[config.mk]
export PLATFORM = sky130hd
export DESIGN_NAME = vsa_ram
export DESIGN_NICKNAME = d
export VERILOG_FILES = /design/src/sv/vsa_ram.sv
export SDC_FILE = /design/constraint.sdc
export NUM_CORES = 1
export LEC_CHECK = 0
export BUFFER_PORTS_ARGS = -buffer_cell sky130_fd_sc_hd__buf_2
export CAP_MARGIN = 30
export CORE_MARGIN = 2
export CORE_UTILIZATION = 40
export DETAILED_ROUTE_END_ITERATION = 16
export HOLD_SLACK_MARGIN = 0.06
export PLACE_DENSITY_LB_ADDON = 0.1
export SLEW_MARGIN = 25
export SYNTH_ARGS = -nofsm -noshare
export SYNTH_HDL_FRONTEND = slang
export SYNTH_SLANG_ARGS = --single-unit
[constraint.sdc]
create_clock -name clk_i -period 6.15 [get_ports clk_i]
set_clock_uncertainty 0.05 [all_clocks]
set_input_delay 0.615 -clock clk_i [delete_from_list [all_inputs] [get_ports clk_i]]
set_output_delay 0.615 -clock clk_i [all_outputs]
set_load 0.01 [all_outputs]
[src/sv/vsa_ram.sv]
// ----------------------------------------------------------------------------
// vsa_ram: generic single-port-write, single-port-read ram
// one write and one registered read per cycle
// ----------------------------------------------------------------------------
`timescale 1ns / 1ps

module vsa_ram #(
  parameter int WIDTH = 35,
  parameter int DEPTH = 48
) (
  input  logic                     clk_i,
  input  logic                     we_i,
  input  logic [$clog2(DEPTH)-1:0] waddr_i,
  input  logic [WIDTH-1:0]         wdata_i,
  input  logic                     re_i,
  input  logic [$clog2(DEPTH)-1:0] raddr_i,
  output logic [WIDTH-1:0]         rdata_o
);

  logic [WIDTH-1:0] mem_q [DEPTH];
  logic [WIDTH-1:0] rdata_q;

  always_ff @(posedge clk_i) begin
    if (we_i) begin
      mem_q[waddr_i] <= wdata_i;
    end
    if (re_i) begin
      rdata_q <= mem_q[raddr_i];
    end
  end

  assign rdata_o = rdata_q;

endmodule

### After elaboration in Yosys (flattened, before gate mapping)

Memories as Yosys holds them, arrays and structs flattened. A register that Yosys moved wholly into a read port is not among the register bits.
Cells that the tools add are included.

* logic and storage cells: 3
* flip-flop bits (word level): 0
* ROM bits: 0
* bits in writable memories: 1680
* output and inout bits: 35
* memories: 1
* bits in latches: 0

* reduce and logical (&&, ||, !) cells: 0
* eq/ne operators: 0
* muxes and demuxes: 2
* add/sub/neg operators: 0
* div/mod/pow operators: 0
* shift-type cells: 0
* magnitude comparators: 0
* multiply operators: 0
* bitwise logic cells: 0

Memory list
* mem_q: depth 48, bits a word 35, read ports 1, clocked after memory_dff 1, write ports 1, RTL line 20 `logic [WIDTH-1:0] mem_q [DEPTH];`

Operators by type and width (number)
* 2-to-1 mux 1 bit: 2

### Depth between registers and ports, before layout

* word-level depth: 2
* gate-level depth with buffers: 9
* mapped depth without buffers: 5

### Least setup slack after synthesis

Ideal clock, no wire load.

* path kind: in2reg
* start: input port waddr_i[3]
* end: memory mem_q[18][0] (enable)
* path buffers: 0
* library setup time: 0.471 ns
* path slack: 2.123 ns
* stages on the path: 3
* data required time: 5.629 ns
* arrival: 3.506 ns
* cell sequence: nor4bb_1 > nand2_1 > nor3_1

RTL lines
* from (decl): RTL line 13 `input logic [$clog2(DEPTH)-1:0] waddr_i,`
* to (decl): RTL line 20

Straight into the memory's write port.

==> flow_summary.ini <==
[status]
status = completed

[worst_setup_path]
worstSetupEndpointType = flip-flop
ff2ff_path_depth = 4
start_kind = primary input
worst-path-max-fanout = 70
required_ps = 6640
worstSetupPathType = primary input to flip-flop
cp.arrival_ps = 3320

[clock_tree]
cts_tree = built
cts_resized = 0
clkSinkCount = 1715
cts-root-buf = clkbuf_16
path_clk_slew_ps = 60
max-clock-path-buffers = 3
postCtsHoldBufs = 0
cts_buffers = 181
cts_setup_buffers = 0
cts.htree.levels = 4
insertion_delay_ps = 820

[synth]
synth_top_area_share_pct = 77.98
ys.flop_type = edfxtp_1
yosysTopAreaCell = edfxtp_1
synthArstFlopShare_pct = 0
ys_seq_area_share_pct = 77.98
syn_area_mm2 = 0.06604
ys_ff_latch = 1715
syn_inst = 3180
ys.warnings.count = 0
synth_edf_count = 1715
ys_top_cells_by_area = edfxtp_1 78%, mux2i_1 8.5%, mux4_2 6.0%
yosysMostFrequentCell = edfxtp_1
avgSynthCellArea_um2 = 20.77
syn_nets = 3230
synthTopCellsByCount = 1715 x edfxtp_1, 560 x mux2i_1, 175 x mux4_2, 140 x a22oi_1, 73 x clkbuf_1
synth_cell_types = 28

[final_layout]
instances_no_fill = 5699
area_delta_synth_final_pct = 14.29
design_area_mm2 = 0.07548
nets = 3410
drive_above_1_share_pct = 19.94

[global_routing]
antenna_found_initial = 12
grt_pass1_wl_mm = 253.0
gr-total-overflow = 0
grt_start_max_net_pins = 83
grt_pass1_vias = 33220
grt_use_total_pct = 21.34

[die]
start_util_pct = 40.17
dieArea_mm2 = 0.1684
coreArea_mm2 = 0.1644
io_pins = 85
row_count = 149
dieHeight_um = 410.3
die_w_um = 410.3

[placement]
place.detailed.hpwl_mm = 99.39
place_ws_ps = 2537
place_inst = 5364
gp_congestion = 0.7540
place_area_mm2 = 0.06971
io_buffers = 84

[pwr]
leakagePower_nw = 24.81
power_density_mw_per_mm2 = 327.3
vdd_drop_max_v = 0.0003112

[sta]
fmax_mhz = 353.4
tns_ps = 0
period_needed_ps = 2830
worst_pin_slew_ps = 1031
finalHoldViolCount = 0
rsz0062_at_grt = false
fin_crit_sh_pct = 46.01
setup_violations = 0
setup_ws_ps = 3320
slew_headroom_pct = 31.30
slew_viol_final = 0

[drt]
wl_mm = 180.6
wire_per_inst_um = 31.69
postRouteAntennaNets = 0
vias_per_cell = 5.711
via_count = 32550
drc = 0
dr.pass1.iters = 5
drt_iter0_drc = 3329

[flow_run]
cap_violations = 0

[hold_path]
min_path_cells = 1
min_path_type = primary input to flip-flop
routing by layer:
metal	global-route usage [%]	vias up	share of wire, %	routed length (um)
li1	-	13690	-	-
met1	30.15	17610	44	79790
met4	5.413	4	2.0	3647
met2	34.69	1007	48	87320
met5	0	-	0.015	27
met3	3.276	238	5.4	9804
critical path, stage by stage:
cell	delay, ps
buf_6	400
nor2b_4	770
buf_12	490
a22o_1	230
a221oi_1	60
o22ai_1	430
o41ai_2	140
report_power, final:
part | leakage, nW | switching, mW | internal, mW | total (mW)
clock network | 2.76 | 4.48 | 6.04 | 10.5
registers | 15.5 | 0.0375 | 13.0 | 13.0
logic | 6.60 | 0.762 | 0.415 | 1.18
per-stage QoR:
stage / utilization [%] / hold WS [ps] / power (mW)
6_report: 45.91 / 374.4 / 24.70
4_1_cts: 45.87 / 302.3 / 24.94
2_1_floorplan: - / 663.9 / 13.93
3_5_place_dp: 42.39 / 846.6 / 14.45
3_3_place_gp: 42.22 / 836.2 / 14.42
5_1_grt: 45.90 / 375.9 / 25.47
final cells by class:
class / count / area [um^2]
well taps: 2189 / 2739
multi-input cells: 1272 / 13860
fillers: 13760 / 88950
flip-flops and latches: 1715 / 51500
clock inverters: 104 / 1003
diodes: 5 / 12.51
repair buffers: 190 / 1658
clock buffers: 224 / 4712
worst paths after layout:
kind	start	end	slack, ps
worst min-delay path	wdata_i[18]	mem_q[14][18]$_DFFE_PP_	370
worst min register to register	mem_q[19][6]$_DFFE_PP_	rdata_o[6]$_DFFE_PP_	860
worst max register to register	mem_q[47][30]$_DFFE_PP_	rdata_o[30]$_DFFE_PP_	4080
worst max-delay path	raddr_i[1]	rdata_o[10]$_DFFE_PP_	3320
cell usage in the layout, fill, tap and decap left out, types with 5 or more instances in the layout:
| master | Yosys | final |
|---|---|---|
| a21oi_1 | 70 | 70 |
| a221oi_1 | 70 | 70 |
| a22o_1 | 70 | 70 |
| a22oi_1 | 140 | 140 |
| buf_12 | 0 | 24 |
| buf_16 | 0 | 6 |
| buf_2 | 19 | 80 |
| buf_4 | 47 | 78 |
| bufinv_16 | 0 | 14 |
| clkbuf_1 | 73 | 42 |
| clkbuf_16 | 0 | 182 |
| clkinv_1 | 0 | 44 |
| clkinv_2 | 0 | 24 |
| clkinv_8 | 0 | 5 |
| clkinvlp_4 | 0 | 8 |
| diode_2 | 0 | 5 |
| edfxtp_1 | 1715 | 1715 |
| mux2i_1 | 560 | 560 |
| mux4_2 | 175 | 175 |
| nand2_1 | 42 | 41 |
| nand3_1 | 5 | 5 |
| nor2_4 | 0 | 45 |
| o22ai_1 | 35 | 35 |
| o41ai_2 | 35 | 35 |
cell families after synthesis:
family / after synthesis / synth area share (%)
mux: 735 / 14.45
flops: 1715 / 77.98
compound gates: 420 / 5.172
buf+inv: 193 / 1.627
simple gates: 117 / 0.7692
sequential cells by signal (all words and copies together) (netlist names):
register,cells
mem_q,1680
rdata_o,35
Note: power is estimated with default switching activity, not from simulation.
