## src/sv/vsa_pkg.sv

```systemverilog
// ----------------------------------------------------------------------------
// vsa_pkg: shared types and codes for the voice slot allocator
// function codes, slot status codes, table entry layout and candidate
// unit control and status groups
// ----------------------------------------------------------------------------
`timescale 1ns / 1ps

package vsa_pkg;

  localparam int SLOT_W = 6;
  localparam int AGE_W  = 32;

  // function codes
  localparam logic [1:0] FN_WRITE   = 2'd0;
  localparam logic [1:0] FN_ALLOC   = 2'd1;
  localparam logic [1:0] FN_RELEASE = 2'd2;

  // slot status codes
  localparam logic [1:0] ST_FREE     = 2'd0;
  localparam logic [1:0] ST_STEAL    = 2'd1;
  localparam logic [1:0] ST_EFFECT   = 2'd2;
  localparam logic [1:0] ST_RESERVED = 2'd3;

  typedef struct packed {
    logic             lock;
    logic [1:0]       status;
    logic [AGE_W-1:0] age;
  } entry_t;

  typedef struct packed {
    logic clear;  // drop the best candidate
    logic eval;   // an entry is presented this cycle
    logic steal;  // look for stealable slots instead of free ones
  } cand_ctrl_t;

  typedef struct packed {
    logic hit;    // presented entry matches the wanted status and is unlocked
    logic have;   // a steal candidate is held
  } cand_stat_t;

endpackage

```

## src/sv/vsa_cand.sv

```systemverilog
// ----------------------------------------------------------------------------
// vsa_cand: shared candidate compare unit
// matches one entry per cycle and keeps the oldest-first steal candidate
// ----------------------------------------------------------------------------
`timescale 1ns / 1ps

module vsa_cand #(
  parameter int SLOT_AW = 6
) (
  input  logic                 clk_i,
  input  logic                 rst_ni,
  input  vsa_pkg::cand_ctrl_t  ctrl_i,
  input  vsa_pkg::entry_t      entry_i,
  input  logic [SLOT_AW-1:0]   slot_i,
  output vsa_pkg::cand_stat_t  stat_o,
  output logic [SLOT_AW-1:0]   best_slot_o
);

  logic                      have_q, have_d;
  logic [SLOT_AW-1:0]        best_slot_q, best_slot_d;
  logic [vsa_pkg::AGE_W-1:0] best_age_q, best_age_d;
  logic [1:0]                want;
  logic                      hit;

  assign want = ctrl_i.steal ? vsa_pkg::ST_STEAL : vsa_pkg::ST_FREE;
  assign hit  = ctrl_i.eval && !entry_i.lock && (entry_i.status == want);

  always_comb begin
    have_d      = have_q;
    best_slot_d = best_slot_q;
    best_age_d  = best_age_q;
    if (ctrl_i.clear) begin
      have_d = 1'b0;
    end else if (ctrl_i.steal && hit && (!have_q || (entry_i.age < best_age_q))) begin
      // strictly smaller age wins, so ties keep the slot scanned earlier
      have_d      = 1'b1;
      best_slot_d = slot_i;
      best_age_d  = entry_i.age;
    end
  end

  always_ff @(posedge clk_i or negedge rst_ni) begin
    if (!rst_ni) begin
      have_q <= 1'b0;
    end else begin
      have_q <= have_d;
    end
  end

  always_ff @(posedge clk_i) begin
    best_slot_q <= best_slot_d;
    best_age_q  <= best_age_d;
  end

  assign stat_o.hit   = hit;
  assign stat_o.have  = have_q;
  assign best_slot_o  = best_slot_q;

endmodule

```

## config.mk

```make
export PLATFORM = sky130hd
export DESIGN_NAME = vsa_cand
export DESIGN_NICKNAME = d
export VERILOG_FILES = /design/src/sv/vsa_pkg.sv /design/src/sv/vsa_cand.sv
export SDC_FILE = /design/constraint.sdc
export NUM_CORES = 1
export LEC_CHECK = 0
export ABC_CLOCK_PERIOD_IN_PS = 7610
export BUFFER_PORTS_ARGS = -buffer_cell sky130_fd_sc_hd__buf_2
export CAP_MARGIN = 20
export CORE_MARGIN = 2
export CORE_UTILIZATION = 55
export CTS_CLUSTER_DIAMETER = 30
export DETAILED_ROUTE_END_ITERATION = 6
export GPL_ROUTABILITY_DRIVEN = 1
export PLACE_DENSITY_LB_ADDON = 0.12
export REMOVE_ABC_BUFFERS = 1
export SYNTH_ARGS = -nofsm -noshare
export SYNTH_HDL_FRONTEND = slang
export SYNTH_SLANG_ARGS = --single-unit
```

## constraint.sdc

```tcl
create_clock -name clk_i -period 7.61 [get_ports clk_i]
set_input_delay 0.761 -clock clk_i [delete_from_list [all_inputs] [get_ports clk_i]]
set_output_delay 0.761 -clock clk_i [all_outputs]
set_load 0.1 [all_outputs]
```

* Word level (Yosys, flattened, before mapping) *
Cells that the tools add are included.

word-level totals
  bits in registers = 39
  input bits = 46
  word-level logic and storage cells = 18

cells by class
  magnitude comparators = 1
  eq/ne operators = 1
  mux-type cells = 3
  bitwise logic cells = 1
  reductions and logical operators = 9

operators by type and width
  cell                 number
  $lt A32 B32 Y1       1
  $logic_and A1 B1 Y1  4
  $mux W1              3
  $eq A2 B1 Y1         1
  $logic_not A1 Y1     2
  $reduce_and A2 Y1    1
  $reduce_bool A2 Y1   1
  $logic_or A1 B1 Y1   1
  $not A1 Y1           1

* Longest topological paths before layout *
  depth in word-level cells = 7
  mapped depth = 7
  depth with buffers taken out = 7

* Least setup slack after synthesis *
No wires, ideal clock.

  kind = in2reg
  start = input entry_i[29] (netlist name)
  end = register best_age_q[0] (netlist name) (enable)
  library setup time = 0.430 ns
  arrival = 3.448 ns
  path slack = 3.732 ns
  stages on the path = 6
  path through = ha_1 > a21o_1 > a21o_1 > a21o_1 > a221o_1 > a211oi_2

on the way
  cells in the longest elaborated chain, start to end = 4

ends and longest elaborated chain
  element                             line            source
  from (decl)                         vsa_cand.sv:13  input vsa_pkg::entry_t entry_i,
  $lt A32 B32 Y1                      vsa_cand.sv:34  end else if (ctrl_i.steal && hit && (!have_q || (entry_i.age < best_age_q))) begin
  $logic_or A1 B1 Y1                  vsa_cand.sv:34
  $logic_and A1 B1 Y1                 vsa_cand.sv:34
  $reduce_and A2 Y1 (no source line)  n/a
  to (signal assigned)                vsa_cand.sv:52  best_age_q <= best_age_d;
  to (decl)                           vsa_cand.sv:21  logic [vsa_pkg::AGE_W-1:0] best_age_q, best_age_d;

No other way between the ends.
A chain may end at the register's enable or synchronous reset.

* Final worst setup path *
  start = input entry_i[29] (netlist name)
  end = register best_slot_q[2], in the netlist best_slot_o[2] (enable)

on the way
  cells in the longest elaborated chain, start to end = 4

ends and longest elaborated chain
  element                             line            source
  $lt A32 B32 Y1                      vsa_cand.sv:34
  $logic_or A1 B1 Y1                  vsa_cand.sv:34
  $logic_and A1 B1 Y1                 vsa_cand.sv:34
  $reduce_and A2 Y1 (no source line)  n/a
  to (signal assigned)                vsa_cand.sv:51  best_slot_q <= best_slot_d;
  to (decl)                           vsa_cand.sv:20  logic [SLOT_AW-1:0] best_slot_q, best_slot_d;

No other way between the ends.

==> run summary <==
Final #Nets -> 295
Post-CTS Setup Bufs -> 0
Hold-fix buffers, CTS -> 0
GP Congestion -> 0.766
PnR Total Power -> 377 uW
Initial Util -> 58.9%
Worst-path clk slew -> 110 ps
minimum clock period after layout -> 3050 ps
# IOs -> 54
clk sinks -> 39
critical-path maximum fanout -> 24
final WL -> 3.42 mm
Slew headroom -> 50.1%
Hold Crit Class -> in -> async
Synth area leader -> edfxtp_1
CP required -> 7640 ps
Synth Cell Area -> 0.00201 sq mm
R2R cell count -> 8
gr ovfl total -> 0
Startpoint Class -> input pin
worst r2r src -> best_age_q[29]$_DFFE_PP_
die area -> 0.00416 sq mm
H-Tree Depth -> 2
top-count cell post-synth -> edfxtp_1
DP Area -> 0.00233 sq mm
worst-margin pin slew -> 747 ps
PwrDens -> 158 mW/mm^2
clock skew -> 3.59 ps
# port buffers -> 53
CTS resizes -> 0
Clock Tree Root -> clkbuf_4
post-route setup TNS -> 0 ps
unrepaired setup endpoints after global routing -> false
Area contributors post-synth -> edfxtp_1, ha_1, inv_1
GR Util All Layers -> 18.8%
Wirelength per Cell -> 12.9 microns
final core occ -> 69.8%
Post-DRT Antenna Nets -> 0
final worst path period share -> 40.0%
post-synthesis sequential area ratio -> 58.0%
Lkg Pwr -> 0.00112 uW
first-pass GRT wire length -> 5.90 mm
Ys Warns -> 0
vias in the first global route -> 1416
asr flop ratio synth -> 2.56%
max-cap viol count -> 0
initial drt markers -> 25
commonest cells in the netlist -> edfxtp_1, inv_1, ha_1
Non-Filler Instances -> 265
Die Ht -> 64.5 microns
status -> finished clean
# diodes -> 0
total CTS buffers -> 5
FMAX -> 328 MHz
# rows -> 21
Layout area overhead -> 18.5%
first-pass detailed-route iteration total -> 6
DR vias/cell -> 5.11
Final Slew Violations -> 0
Die X -> 64.5 microns
largest net degree at the start of global routing -> 25
CTS max path bufs -> 2
RR Endpoint -> best_slot_o[2]$_DFFE_PP_
synth unique cells -> 25
Worst-Skew Late Latency -> 350 ps
DPL Wire Length -> 2.72 mm
layout cell share with drive strength beyond 1 -> 28.8%
drc violations -> 0
synthesized area per cell -> 12.7 sq um
number of flops mapped to enable cells by yosys -> 38
final hold viol count -> 0
CP Data Arrival Time -> 3080 ps
Mapped Cells -> 159
DR vias -> 1353
DP Cell Count -> 257
endpoints failing setup -> 0
initial antenna violation count -> 0
reg-to-reg setup timing slack -> 4710 ps
Seq cells post-synth -> 39
core area -> 0.00342 sq mm
TritonCTS clock tree -> done
CP Capture Type -> flip-flop
Fillers -> 261
CP Class -> in -> reg
Finished Cell Area -> 0.00238 sq mm
Max VDD drop -> 0.106 mV
Top FF cell, synth -> edfxtp_1
top cell type's share of synthesized area -> 56.7%
how the worst max path moves through the flow:
| stage | startpoint | end | slack, ps | cells after the start |
|---|---|---|---|---|
| 4_1_cts | entry_i[29] | best_age_q[0]$_DFFE_PP_ | 4540 | 8 |
| 5_1_grt | entry_i[29] | best_age_q[7]$_DFFE_PP_ | 4430 | 8 |
| 3_5_place_dp | entry_i[29] | best_age_q[0]$_DFFE_PP_ | 4170 | 8 |
| 3_3_place_gp | entry_i[29] | best_age_q[0]$_DFFE_PP_ | 4210 | 8 |
| 6_report | entry_i[29] | best_slot_o[2]$_DFFE_PP_ | 4560 | 8 |
| 2_1_floorplan | entry_i[29] | best_age_q[0]$_DFFE_PP_ | 3730 | 6 |
cells by family after synthesis:
logic type / count (synthesis) / share of synthesized area, %
AO/OA/AOI/OAI: 27 / 9.27
flip-flops: 39 / 58.0
AND/OR/NAND/NOR: 28 / 6.78
buffers and inverters: 34 / 6.72
adder cells (fa/ha/maj): 31 / 19.3
per-layer routing:
metal  vias up  share of wire (%)  track usage (%)  wire length [microns]
met5         -                  0                0                      0
met1       615                 42             22.2                   1450
met4         0                1.6             9.04                     56
li1        690                  -                -                      -
met3         6                5.6             4.69                    192
met2        42                 50             32.0                   1720
report_power, final:
part	total, uW	switching, uW	internal, uW
Combinational	37.7	20.0	17.8
Sequential	237	0.438	237
Clock	102	65.7	36.0
per-stage QoR:
step | worst slack [ps] | hold WS [ps]
global placement | 4210 | 536
CTS | 4540 | 150
floorplan | 3730 | 465
global route | 4430 | 148
finish | 4560 | 166
detailed placement | 4170 | 538
flip-flops by register name, summed over array words and instances, names as in the netlist:
signal / flops
have_q: 1
best_slot_o: 6
best_age_q: 32
layout by cell type, fill, tap and decap left out, types with 3 or more instances in the layout:
cell type,instances
a21o_1,4
a21oi_1,10
buf_2,53
clkbuf_4,5
edfxtp_1,38
ha_1,31
inv_1,32
nand2_1,12
nand3_1,3
nor2_1,4
o21ai_0,4
critical path, cell delays in order:
cell	delay, ps
buf_2	110
ha_1	300
a21o_1	160
a21o_1	170
a21o_1	170
a221o_1	370
a211oi_4	610
buf_4	430
final cells by class:
cell class	count	area (sq um)	area share [%]
clock inverters	1	5.00	0.210
flip-flops and latches	39	1170	48.9
clock buffers	7	45.0	1.89
multi-input cells	86	718	30.1
repair buffers	54	273	11.4
inverters	32	120	5.04
well taps	46	57.6	2.41
Note: power is estimated with default switching activity, not from simulation.
